### src/hdl/esc_pkg.sv
`default_nettype none
// ----------------------------------------------------------------------------
// esc_pkg
// shared types, constants and lookup functions for the epoch-seconds to
// calendar converter
// ----------------------------------------------------------------------------
package esc_pkg;

   localparam int NUM_STAGES = 7;

   // reciprocal constants for division by multiplication
   localparam logic [25:0] DAY_RECIP   = 26'd50903317; // 2^35 / 675, rounded up
   localparam logic [16:0] SPAN_RECIP  = 17'd91868;    // 2^27 / 1461, rounded up
   localparam logic [17:0] HOUR_RECIP  = 18'd149131;   // 2^29 / 3600, rounded up
   localparam logic [12:0] MIN_RECIP   = 13'd4370;     // 2^18 / 60, rounded up
   localparam logic [12:0] WEEK_RECIP  = 13'd4682;     // 2^15 / 7, rounded up

   localparam logic [31:0] SEC_PER_DAY    = 32'd86400;
   localparam logic [16:0] SEC_PER_HOUR   = 17'd3600;
   localparam logic [11:0] SEC_PER_MIN    = 12'd60;
   localparam logic [15:0] DAYS_PER_SPAN  = 16'd1461;
   localparam logic [15:0] DAYS_PER_YEAR  = 16'd365;
   localparam logic [15:0] DAYS_TWO_YEARS = 16'd730;
   localparam logic [10:0] LEAP_HEAD_DAYS = 11'd60;
   localparam logic [10:0] LEAP_DAY_IDX   = 11'd59;
   localparam logic [11:0] EPOCH_YEAR     = 12'd1970;
   localparam logic [11:0] SPAN_YEAR      = 12'd1972;
   localparam logic [11:0] YEAR_2000      = 12'd2000;
   localparam logic [11:0] YEAR_2100      = 12'd2100;
   localparam logic [11:0] CENTURY_BASE   = 12'd19;  // z/100 for z in 1969..1999
   localparam logic [11:0] QUAD_CENT_BASE = 12'd4;   // z/400 for z in 1969..1999
   localparam logic [11:0] WEEK_OFFSET    = 12'd4;
   localparam logic [11:0] MARCH_ADJUST   = 12'd2;
   localparam logic [3:0]  MONTH_FEB      = 4'd2;
   localparam logic [3:0]  MONTH_MAR      = 4'd3;
   localparam logic [4:0]  LEAP_DAY_NUM   = 5'd29;

   // per-stage pipeline payload; each stage fills in more of it
   typedef struct packed {
      logic [31:0] t;
      logic [15:0] day_num;
      logic [16:0] secs;
      logic        early;
      logic [15:0] qdays;
      logic [5:0]  span;
      logic [10:0] span_day;
      logic [4:0]  hour;
      logic [11:0] rem;
      logic [11:0] year;
      logic [8:0]  doy;
      logic        leap29;
      logic [3:0]  month;
      logic [4:0]  day;
      logic [5:0]  minute;
      logic [5:0]  second;
      logic [11:0] wsum;
      logic [2:0]  wday;
   } stage_type;

   typedef struct packed {
      logic [NUM_STAGES-1:0] load;
      logic [NUM_STAGES-1:0] valid;
   } ctl_type;

   // first day of each month in a plain year, index 0 is january
   function automatic logic [8:0] month_start(input logic [3:0] idx);
      logic [8:0] r;
      case (idx)
         4'd0:    r = 9'd0;
         4'd1:    r = 9'd31;
         4'd2:    r = 9'd59;
         4'd3:    r = 9'd90;
         4'd4:    r = 9'd120;
         4'd5:    r = 9'd151;
         4'd6:    r = 9'd181;
         4'd7:    r = 9'd212;
         4'd8:    r = 9'd243;
         4'd9:    r = 9'd273;
         4'd10:   r = 9'd304;
         4'd11:   r = 9'd334;
         4'd12:   r = 9'd365;
         default: r = 9'd0;
      endcase
      return r;
   endfunction

   // 23*m/9 term of the weekday formula
   function automatic logic [4:0] month_term(input logic [3:0] m);
      logic [4:0] r;
      case (m)
         4'd1:    r = 5'd2;
         4'd2:    r = 5'd5;
         4'd3:    r = 5'd7;
         4'd4:    r = 5'd10;
         4'd5:    r = 5'd12;
         4'd6:    r = 5'd15;
         4'd7:    r = 5'd17;
         4'd8:    r = 5'd20;
         4'd9:    r = 5'd23;
         4'd10:   r = 5'd25;
         4'd11:   r = 5'd28;
         4'd12:   r = 5'd30;
         default: r = 5'd0;
      endcase
      return r;
   endfunction

endpackage
`default_nettype wire

### src/hdl/esc_pipe_ctl.sv
`default_nettype none
// ----------------------------------------------------------------------------
// esc_pipe_ctl
// valid bits and per-stage load enables for the converter pipeline; a stage
// loads when it is empty or the stage after it moves on
// ----------------------------------------------------------------------------
module esc_pipe_ctl
   import esc_pkg::*;
(
   input  wire  logic    clock,
   input  wire  logic    reset,
   input  wire  logic    in_valid,
   input  wire  logic    out_ready,
   output       ctl_type ctl
);

   logic [NUM_STAGES-1:0] valid_ff;
   logic [NUM_STAGES-1:0] valid_in;
   logic [NUM_STAGES-1:0] adv;

   always_comb begin
      adv[NUM_STAGES-1] = !valid_ff[NUM_STAGES-1] || out_ready;
      for (int i = NUM_STAGES - 2; i >= 0; i--) begin
         adv[i] = !valid_ff[i] || adv[i+1];
      end
      valid_in[0] = adv[0] ? in_valid : valid_ff[0];
      for (int i = 1; i < NUM_STAGES; i++) begin
         valid_in[i] = adv[i] ? valid_ff[i-1] : valid_ff[i];
      end
   end

   always_ff @(posedge clock) begin
      if (reset) begin
         valid_ff <= '0;
      end else begin
         valid_ff <= valid_in;
      end
   end

   assign ctl.load  = adv;
   assign ctl.valid = valid_ff;

endmodule
`default_nettype wire

### src/hdl/epoch_seconds_to_calendar.sv
`default_nettype none
// ----------------------------------------------------------------------------
// epoch_seconds_to_calendar
// converts an unsigned 32-bit count of seconds since 1970-01-01 into year,
// month, day, time of day and weekday (four-year leap rule for the date)
// ----------------------------------------------------------------------------
//
//  channel   direction  handshake             payload
//  req_      in         req_valid/req_ready   seconds_since_epoch
//  rsp_      out        rsp_valid/rsp_ready   cal_year .. weekday
//
//  one transaction enters per cycle while req_ready is high; the accepting
//  edge loads the first of seven register stages, and each result passes
//  through all seven in order before it shows on rsp_
//  each stage holds while the stage after it is full and stalled, so a
//  stall on rsp_ clears bubbles first and then backs up into req_ready
//  synchronous reset clears only the stage valid bits
// ----------------------------------------------------------------------------
module epoch_seconds_to_calendar
   import esc_pkg::*;
(
   input  wire  logic        clock,
   input  wire  logic        reset,
   input  wire  logic        req_valid,
   output       logic        req_ready,
   input  wire  logic [31:0] req_seconds_since_epoch,
   output       logic        rsp_valid,
   input  wire  logic        rsp_ready,
   output       logic [11:0] rsp_cal_year,
   output       logic [3:0]  rsp_cal_month,
   output       logic [4:0]  rsp_day_of_month,
   output       logic [4:0]  rsp_hour_of_day,
   output       logic [5:0]  rsp_minute_of_hour,
   output       logic [5:0]  rsp_sec_of_minute,
   output       logic [2:0]  rsp_weekday
);

   ctl_type   ctl;
   stage_type pipe_ff [NUM_STAGES];
   stage_type pipe_in [NUM_STAGES];

   // products, each registered before anything multiplies its result again
   logic [50:0] prod0;
   logic [32:0] prod1;
   logic [34:0] prod2;
   logic [24:0] prod4;
   logic [24:0] prod6;

   // date split temporaries
   logic [11:0] base_year;
   logic [10:0] vday;
   logic [1:0]  yoff;
   logic [3:0]  mon;
   logic [11:0] zyear;
   logic [11:0] c100;
   logic [11:0] c400;
   logic [11:0] kterm;
   logic [9:0]  q7;
   logic [12:0] mul7;

   esc_pipe_ctl u_ctl (
      .clock     (clock),
      .reset     (reset),
      .in_valid  (req_valid),
      .out_ready (rsp_ready),
      .ctl       (ctl)
   );

   always_comb begin
      // stage 0: day number = t / 86400 = (t >> 7) / 675
      pipe_in[0]         = '0;
      pipe_in[0].t       = req_seconds_since_epoch;
      prod0              = 51'(req_seconds_since_epoch[31:7]) * 51'(DAY_RECIP);
      pipe_in[0].day_num = prod0[50:35];

      // stage 1: seconds within the day, four-year span index
      pipe_in[1]       = pipe_ff[0];
      pipe_in[1].secs  = 17'(pipe_ff[0].t - (32'(pipe_ff[0].day_num) * SEC_PER_DAY));
      pipe_in[1].early = pipe_ff[0].day_num < DAYS_TWO_YEARS;
      pipe_in[1].qdays = pipe_ff[0].day_num - DAYS_TWO_YEARS;
      prod1            = 33'(pipe_in[1].qdays) * 33'(SPAN_RECIP);
      pipe_in[1].span  = prod1[32:27];

      // stage 2: hour, day within the span
      pipe_in[2]          = pipe_ff[1];
      prod2               = 35'(pipe_ff[1].secs) * 35'(HOUR_RECIP);
      pipe_in[2].hour     = prod2[33:29];
      pipe_in[2].span_day = 11'(pipe_ff[1].qdays - 16'(16'(pipe_ff[1].span) * DAYS_PER_SPAN));

      // stage 3: seconds within the hour, year and day of year
      pipe_in[3]     = pipe_ff[2];
      pipe_in[3].rem = 12'(pipe_ff[2].secs - 17'(17'(pipe_ff[2].hour) * SEC_PER_HOUR));
      base_year      = SPAN_YEAR + {4'b0, pipe_ff[2].span, 2'b00};
      vday           = pipe_ff[2].span_day - 11'd1;
      yoff           = 2'(32'(vday >= 11'(DAYS_PER_YEAR))
                        + 32'(vday >= 11'(DAYS_TWO_YEARS))
                        + 32'(vday >= 11'(DAYS_TWO_YEARS + DAYS_PER_YEAR)));
      pipe_in[3].leap29 = 1'b0;
      if (pipe_ff[2].early) begin
         // 1970 and 1971 are plain years ahead of the first span
         if (pipe_ff[2].day_num >= DAYS_PER_YEAR) begin
            pipe_in[3].year = EPOCH_YEAR + 12'd1;
            pipe_in[3].doy  = 9'(pipe_ff[2].day_num - DAYS_PER_YEAR);
         end else begin
            pipe_in[3].year = EPOCH_YEAR;
            pipe_in[3].doy  = pipe_ff[2].day_num[8:0];
         end
      end else if (pipe_ff[2].span_day < LEAP_HEAD_DAYS) begin
         // january and february of the leap year, leap day included
         pipe_in[3].year   = base_year;
         pipe_in[3].doy    = pipe_ff[2].span_day[8:0];
         pipe_in[3].leap29 = pipe_ff[2].span_day == LEAP_DAY_IDX;
      end else begin
         // leap day dropped, rest split into plain years
         pipe_in[3].year = base_year + 12'(yoff);
         pipe_in[3].doy  = 9'(vday - 11'(11'(yoff) * 11'(DAYS_PER_YEAR)));
      end

      // stage 4: minute, month and day of month
      pipe_in[4]        = pipe_ff[3];
      prod4             = 25'(pipe_ff[3].rem) * 25'(MIN_RECIP);
      pipe_in[4].minute = prod4[23:18];
      mon               = 4'd1;
      for (int i = 1; i < 12; i++) begin
         if (pipe_ff[3].doy >= month_start(4'(i))) begin
            mon = mon + 4'd1;
         end
      end
      if (pipe_ff[3].leap29) begin
         pipe_in[4].month = MONTH_FEB;
         pipe_in[4].day   = LEAP_DAY_NUM;
      end else begin
         pipe_in[4].month = mon;
         pipe_in[4].day   = 5'(pipe_ff[3].doy - month_start(mon - 4'd1) + 9'd1);
      end

      // stage 5: second, weekday sum
      pipe_in[5]        = pipe_ff[4];
      pipe_in[5].second = 6'(pipe_ff[4].rem - 12'(12'(pipe_ff[4].minute) * SEC_PER_MIN));
      zyear             = (pipe_ff[4].month < MONTH_MAR) ? pipe_ff[4].year - 12'd1
                                                         : pipe_ff[4].year;
      // z stays within 1969..2106, so century terms reduce to compares
      c100  = CENTURY_BASE + 12'(zyear >= YEAR_2000) + 12'(zyear >= YEAR_2100);
      c400  = QUAD_CENT_BASE + 12'(zyear >= YEAR_2000);
      kterm = (pipe_ff[4].month >= MONTH_MAR) ? MARCH_ADJUST : 12'd0;
      pipe_in[5].wsum = 12'(month_term(pipe_ff[4].month)) + 12'(pipe_ff[4].day)
                      + WEEK_OFFSET + pipe_ff[4].year + {2'b00, zyear[11:2]}
                      - c100 + c400 - kterm;

      // stage 6: weekday = sum mod 7
      pipe_in[6]      = pipe_ff[5];
      prod6           = 25'(pipe_ff[5].wsum) * 25'(WEEK_RECIP);
      q7              = prod6[24:15];
      mul7            = {q7, 3'b000} - {3'b000, q7};
      pipe_in[6].wday = 3'(13'(pipe_ff[5].wsum) - mul7);
   end

   // payload registers, no reset
   always_ff @(posedge clock) begin
      for (int i = 0; i < NUM_STAGES; i++) begin
         if (ctl.load[i]) begin
            pipe_ff[i] <= pipe_in[i];
         end
      end
   end

   assign req_ready          = ctl.load[0];
   assign rsp_valid          = ctl.valid[NUM_STAGES-1];
   assign rsp_cal_year       = pipe_ff[NUM_STAGES-1].year;
   assign rsp_cal_month      = pipe_ff[NUM_STAGES-1].month;
   assign rsp_day_of_month   = pipe_ff[NUM_STAGES-1].day;
   assign rsp_hour_of_day    = pipe_ff[NUM_STAGES-1].hour;
   assign rsp_minute_of_hour = pipe_ff[NUM_STAGES-1].minute;
   assign rsp_sec_of_minute  = pipe_ff[NUM_STAGES-1].second;
   assign rsp_weekday        = pipe_ff[NUM_STAGES-1].wday;

endmodule
`default_nettype wire

### config.mk
export PLATFORM = sky130hd
export DESIGN_NAME = epoch_seconds_to_calendar
export DESIGN_NICKNAME = d
export VERILOG_FILES = /design/src/hdl/esc_pkg.sv /design/src/hdl/esc_pipe_ctl.sv /design/src/hdl/epoch_seconds_to_calendar.sv
export SDC_FILE = /design/constraint.sdc
export NUM_CORES = 2
export LEC_CHECK = 0
export BUFFER_PORTS_ARGS = -buffer_cell sky130_fd_sc_hd__buf_4
export CAP_MARGIN = 20
export CORE_ASPECT_RATIO = 0.75
export CORE_MARGIN = 2
export CORE_UTILIZATION = 59
export CTS_CLUSTER_SIZE = 12
export DETAILED_ROUTE_END_ITERATION = 7
export GPL_TIMING_DRIVEN = 0
export MAX_ROUTING_LAYER = met4
export PLACE_DENSITY = 0.88
export SKIP_LAST_GASP = 1
export SLEW_MARGIN = 20
export SYNTH_ARGS = -nofsm -noshare
export SYNTH_HDL_FRONTEND = slang
export SYNTH_SLANG_ARGS = --single-unit
export TNS_END_PERCENT = 5
### constraint.sdc
create_clock -name clock -period 7.55 [get_ports clock]
set_input_delay 0.755 -clock clock [delete_from_list [all_inputs] [get_ports clock]]
set_output_delay 0.755 -clock clock [all_outputs]
set_load 0.01 [all_outputs]
# --- Word-level counts from Yosys, hierarchy flattened ---
# Memory sizes are Yosys's and may differ from the RTL's.
# Cells that the tools add are included.
classes:
  n_addsub: 38
  n_eq_ne: 1
  reduce_logical: 14
  n_mux: 34
  n_lt_le_gt_ge: 21
  mul: 10
op_table:
  columns: ["operator", "count"]
  rows:
  - ["$mul 25x26->51 const B", 1]
  - ["$mux 21", 2]
  - ["$add 4x1->4 const B", 10]
  - ["$mux 4", 10]
  - ["$ge 9x8->1 const B", 4]
  - ["$mul 17x18->34 const B", 1]
  - ["$mul 16x15->31 const B", 1]
  - ["$ge 9x9->1 const B", 3]
  - ["$mul 12x12->23 const B", 1]
  - ["$ge 9x7->1 const B", 2]
  - ["$mul 12x12->17 const B", 1]
  - ["$sub 17x17->17", 1]
  - ["$ge 16x9->1 const B", 1]
  - ["$lt 16x10->1 const B", 1]
  - ["$mul 16x10->10 const B", 1]
  - ["$mux 1", 16]
  - ["$sub 16x10->16 const B", 1]
  - ["$add 11x8->12 const A", 1]
  - ["$add 12x10->12", 1]
  - ["$add 12x2->12", 1]
  - ["$add 12x4->12", 1]
  - ["$add 7x12->12", 1]
  - ["$ge 12x11->1 const B", 1]
  - ["$ge 12x12->1 const B", 1]
  - ["other kinds (41)", 54]
word_totals:
  register_bits: 7
  input_bits: 36
  memories: 3
  out_inout_bits: 43
  romBits: 224
  mem_bits_rw: 1218
  elab_cells: 128
memory_table:
  columns: ["name", "depth", "word_bits", "read_ports", "rd_clocked_by_memory_dff", "write_ports", "line_no", "rtl"]
  rows:
  - ["pipe_ff", 7, 174, 7, 0, 7, "epoch_seconds_to_calendar.sv:39", "stage_type pipe_ff [NUM_STAGES];"]
  - ["(no name shown)", 16, 9, 1, 0, 0, "esc_pkg.sv:68", "case (idx)"]
  - ["(no name shown)", 16, 5, 1, 0, 0, "esc_pkg.sv:90", "case (m)"]

# --- Depth between registers and ports, before layout ---
# An unclocked memory read counts as a cell.
logic_depth:
  depth_word: 29
  depth_mapped: 41
  depth_no_buf: 40

# --- Hierarchy ---
# Synthesis repeated with hierarchy kept, for this count alone.
unflattened:
  cells_unflattened: 3190
  hier_area_um2: 36561.3
modules_own_cells:
  columns: ["module", "instances", "cells_each", "area_per_inst_um2", "seq_area_each_um2"]
  rows:
  - ["epoch_seconds_to_calendar", 1, 3158, 36272.3, 9068.7]
  - ["esc_pipe_ctl", 1, 32, 289.0, 140.1]

# --- Worst setup path before layout ---
# OpenSTA, ideal clock, no wires.
synth_timing:
  kind: "flip-flop to flip-flop"
  start: "mem pipe_ff[0][127] (netlist bit)"
  end: "mem pipe_ff[1][91] (netlist bit), data pin"
  arrival_ps: 8017
  path_slack_ps: -726
  required_ps: 7290
  period_less_slack_ps: 8276
  stages_incl_launch_ff: 35
  setup_time_ps: 260
  cell_sequence: "edfxtp_1 -> inv_1 -> ha_1 -> nor2b_1 -> nor2_1 -> nor2_1 -> nor2_1 -> inv_1 -> a21oi_1 -> inv_1 -> or3_1 -> xnor2_1 -> inv_1 -> fa_1 -> inv_1 -> fa_1 -> fa_1 -> inv_1 -> fa_1 -> inv_1 -> fa_1 -> fa_1 -> ha_1 -> a21o_1 -> a21o_1 -> a21o_1 -> a211o_1 -> a21oi_1 -> o21ai_0 -> a31oi_1 -> o21ai_0 -> o41ai_1 -> o21bai_1 -> a21oi_1 -> xnor2_1"
synth_lines:
  columns: ["element", "line_no"]
  rows:
  - ["from (decl)", "epoch_seconds_to_calendar.sv:39"]

==> impl_metrics.xml <==
<?xml version="1.0" encoding="UTF-8"?>
<metrics>
  <group name="run_status">
    <metric name="outcome" unit="">complete, but fails checks</metric>
    <metric name="violations_in_the_final_reports" unit="">negative setup slack</metric>
  </group>
  <group name="routing">
    <metric name="post_detailed_route_wirelength_per_cell" unit="um">18.2</metric>
    <metric name="first_pass_iters" unit="">5</metric>
    <metric name="drc" unit="">0</metric>
    <metric name="drt.antenna.violating_nets" unit="">0</metric>
    <metric name="route.vias.total" unit="">23416</metric>
    <metric name="drt_iter0_markers" unit="">1584</metric>
    <metric name="drt-vias-per-instance" unit="">5.56</metric>
    <metric name="finalWirelength" unit="um">76900</metric>
  </group>
  <group name="yosys">
    <metric name="synth_fp_nets" unit="">4479</metric>
    <metric name="yosys.area.top_type" unit="">ha_1</metric>
    <metric name="synth.yosys.seq_area_share" unit="%">25.2</metric>
    <metric name="library_cells_used_by_synthesis" unit="">86</metric>
    <metric name="post_synth_instance_area" unit="mm2">0.0366</metric>
    <metric name="synthesis.instances" unit="">3211</metric>
    <metric name="average_footprint_of_a_synthesized_cell" unit="um2">11.4</metric>
    <metric name="synth-main-ff-cell" unit="">edfxtp_1</metric>
    <metric name="synth_top_area_share" unit="%">28.0</metric>
    <metric name="synth-edff-count" unit="">302</metric>
    <metric name="ys_ff_latch" unit="">309</metric>
    <metric name="ys_async_sr_fraction" unit="%">0</metric>
    <metric name="ys_warn_count" unit="">0</metric>
    <metric name="synth.area.top_cells" unit="">ha_1 28%, edfxtp_1 25%, fa_1 23%</metric>
    <metric name="most_instantiated_library_cell_after_synthesis" unit="">ha_1</metric>
    <metric name="synth.top_cells.by_count" unit="">819 x ha_1, 770 x inv_1, 413 x fa_1</metric>
  </group>
  <group name="finish">
    <metric name="layout.area.seq" unit="mm2">0.00921</metric>
    <metric name="final-instance-count-excl-fill" unit="">4214</metric>
    <metric name="multi_input_comb_area" unit="mm2">0.0248</metric>
    <metric name="n_antenna_cell" unit="">0</metric>
    <metric name="layout_cells_sized_above_1" unit="%">8.78</metric>
    <metric name="final_core_util" unit="%">65.0</metric>
    <metric name="final.fill_count" unit="">4259</metric>
    <metric name="nNetsFinal" unit="">4653</metric>
    <metric name="flow.area_growth_from_synthesis" unit="%">9.57</metric>
  </group>
  <group name="clocking">
    <metric name="clock_latency" unit="ns">0.59</metric>
    <metric name="htreeDepth" unit="">1</metric>
    <metric name="cts-root-buf" unit="">clkbuf_16</metric>
    <metric name="path_clk_slew" unit="ns">0.07</metric>
    <metric name="cts-buffers-inserted" unit="">31</metric>
    <metric name="numClockSinks" unit="">309</metric>
    <metric name="clock_tree.buffer_depth" unit="">3</metric>
    <metric name="cts_hold_repair.buffers" unit="">0</metric>
    <metric name="cts_tree" unit="">built</metric>
  </group>
  <group name="worst_setup_path">
    <metric name="worstSetupPathType" unit="">flop to flop</metric>
    <metric name="crit_path_max_fanout" unit="">2</metric>
    <metric name="cp-start-kind" unit="">flop</metric>
    <metric name="worst_setup_path_end_kind" unit="">flop</metric>
    <metric name="rr_endpoint" unit="">pipe_ff[1][91]</metric>
    <metric name="timing.reg2reg.setup_slack" unit="ns">-0.43</metric>
    <metric name="timing.reg2reg.worst_path_depth" unit="">34</metric>
    <metric name="critical_path_arrival" unit="ns">8.30</metric>
    <metric name="r2r-start" unit="">pipe_ff[0][129]</metric>
    <metric name="critical_path.slowest_cell" unit="">fa_1</metric>
    <metric name="path_common_cell" unit="">fa_1</metric>
    <metric name="max_stage_delay" unit="ns">0.62</metric>
    <metric name="worst-endpoint-required" unit="ns">7.87</metric>
  </group>
  <group name="sta">
    <metric name="report.final.slew_viol_count" unit="">0</metric>
    <metric name="max_freq" unit="MHz">125</metric>
    <metric name="setup_violations" unit="">6</metric>
    <metric name="setup_total_neg_slack" unit="ns">-1.97</metric>
    <metric name="fin_skew" unit="ns">0.0141</metric>
    <metric name="finalHoldWorstSlack" unit="ns">0.340</metric>
    <metric name="timing_hold_violations_final" unit="">0</metric>
    <metric name="max_slew.worst_pin.slew" unit="ns">0.853</metric>
    <metric name="layout_min_cycle_time" unit="ns">7.98</metric>
    <metric name="min_period_over_period" unit="%">106</metric>
    <metric name="rsz0062_at_grt" unit="">yes</metric>
    <metric name="timing.max_slew.rel_slack" unit="%">42.8</metric>
    <metric name="fin_ws" unit="ns">-0.430</metric>
  </group>
  <group name="floorplanning">
    <metric name="io_pins" unit="">79</metric>
    <metric name="dieWidth" unit="um">292</metric>
    <metric name="starting_density" unit="%">59.3</metric>
    <metric name="fp.dieArea" unit="mm2">0.0641</metric>
    <metric name="floorplan.core_area" unit="mm2">0.0617</metric>
    <metric name="placement_rows" unit="">79</metric>
    <metric name="chipHeight" unit="um">220</metric>
  </group>
  <group name="global_route">
    <metric name="groute.usage.overall" unit="%">25.2</metric>
    <metric name="grt_max_degree" unit="">52</metric>
    <metric name="grt_antenna_before_repair" unit="">0</metric>
    <metric name="grt_pass1_vias" unit="">24914</metric>
    <metric name="grt_first_pass_wirelength" unit="um">125000</metric>
    <metric name="global_route.overflow_total" unit="">0</metric>
  </group>
  <group name="flow_run">
    <metric name="drv_cap" unit="">0</metric>
  </group>
  <group name="place">
    <metric name="port_buffers" unit="">78</metric>
    <metric name="place.detailed.hpwl" unit="um">61200</metric>
    <metric name="gp_routability_congestion" unit="">0.937</metric>
    <metric name="dp_cells" unit="">4105</metric>
  </group>
  <group name="min_path">
    <metric name="timing.hold.worst.start" unit="">req_seconds_since_epoch[6]</metric>
    <metric name="worst_hold_path.endpoint" unit="">pipe_ff[0][148]</metric>
    <metric name="min_delay_path_depth" unit="">1</metric>
    <metric name="hold_path_class" unit="">input pin to flop</metric>
  </group>
</metrics>
## critical path: cells and delay by family, from the launching register on
| family | cells | cell delay [ns] |
|---|---|---|
| buffers and inverters | 8 | 0.69 |
| AND/OR/NAND/NOR | 5 | 0.83 |
| AO/OA/AOI/OAI | 11 | 2.03 |
| flip-flops | 1 | 0.41 |
| adder cells (fa/ha/maj) | 8 | 3.45 |
| XOR/XNOR | 2 | 0.30 |
## per-stage QoR
step / worst slack, ns / instance area [um2]
floorplan: -0.177 / 36800
global placement: -1.11 / 38400
detailed placement: -1.52 / 38500
CTS: -0.376 / 39900
global route: -0.692 / 40100
finish: -0.430 / 40100
## routing by layer
metal | global-route usage, % | wire, um | up-vias
li1 | - | - | 10977
met1 | 33.8 | 33100 | 11515
met4 | 6.15 | 2110 | 0
met2 | 40.6 | 36500 | 751
met5 | - | 0 | -
met3 | 3.68 | 5110 | 173
## sequential cells by signal, indices dropped and copies added, names as in the netlist
name	cells
pipe_ff	302
u_ctl.valid_ff	7
## worst max path at each step
stage          slack [ns]  cells past startpoint       startpoint              to
2_1_floorplan       -0.18                     37   pipe_ff[3][40]  pipe_ff[4][31]
3_3_place_gp        -1.11                     31  pipe_ff[0][128]  pipe_ff[1][91]
3_5_place_dp        -1.52                     31  pipe_ff[0][128]  pipe_ff[1][91]
4_1_cts             -0.38                     34  pipe_ff[0][129]  pipe_ff[1][91]
5_1_grt             -0.69                     34  pipe_ff[0][129]  pipe_ff[1][91]
6_report            -0.43                     34  pipe_ff[0][129]  pipe_ff[1][91]
## layout make-up
| cell class | count | share of cell area (%) |
|---|---|---|
| clock buffer | 45 | 2.12 |
| clock inverter | 7 | 0.184 |
| inverter | 770 | 7.21 |
| tap | 810 | 2.53 |
| timing repair buffer | 141 | 2.80 |
| buffer | 23 | 0.393 |
| multi-input combinational | 2109 | 61.8 |
| sequential | 309 | 23.0 |
## placed cells by master, fill, tap and decap left out, drive strengths merged, types with 5 or more instances in the layout
cell and count:
a211o 6, a211oi 13, a21boi 5, a21o 63, a21oi 109, a31oi 7, and2 14, and3 11
buf 154, clkbuf 55, dfxtp 7, edfxtp 302, fa 413, ha 819, inv 771, nand2 67
nand2b 21, nand3 15, nand4 10, nor2 93, nor2b 19, nor3 28, nor3b 5, nor4 12
o211ai 7, o21a 14, o21ai 56, o21bai 29, o22ai 6, o31a 6, o31ai 6, or2 5
or3 7, xnor2 130, xor2 54
## repair_timing
action	4_1_cts	5_1_grt
pin swaps	39	29
buffers inserted	39	18
setup endpoints to repair	10	9
resized for setup	32	12
## kinds of logic after synthesis
group                    after synthesis  synth area share, %
adder cells (fa/ha/maj)             1232                 50.6
XOR/XNOR                             185                 4.55
flip-flops                           309                 25.2
AND/OR/NAND/NOR                      321                 4.51
buffers and inverters                793                 8.33
multiplexers                           7                0.212
AO/OA/AOI/OAI                        364                 6.67
Power is not shown: default switching activity piles up to over one toggle a cycle in this logic, so the estimate is an artifact.
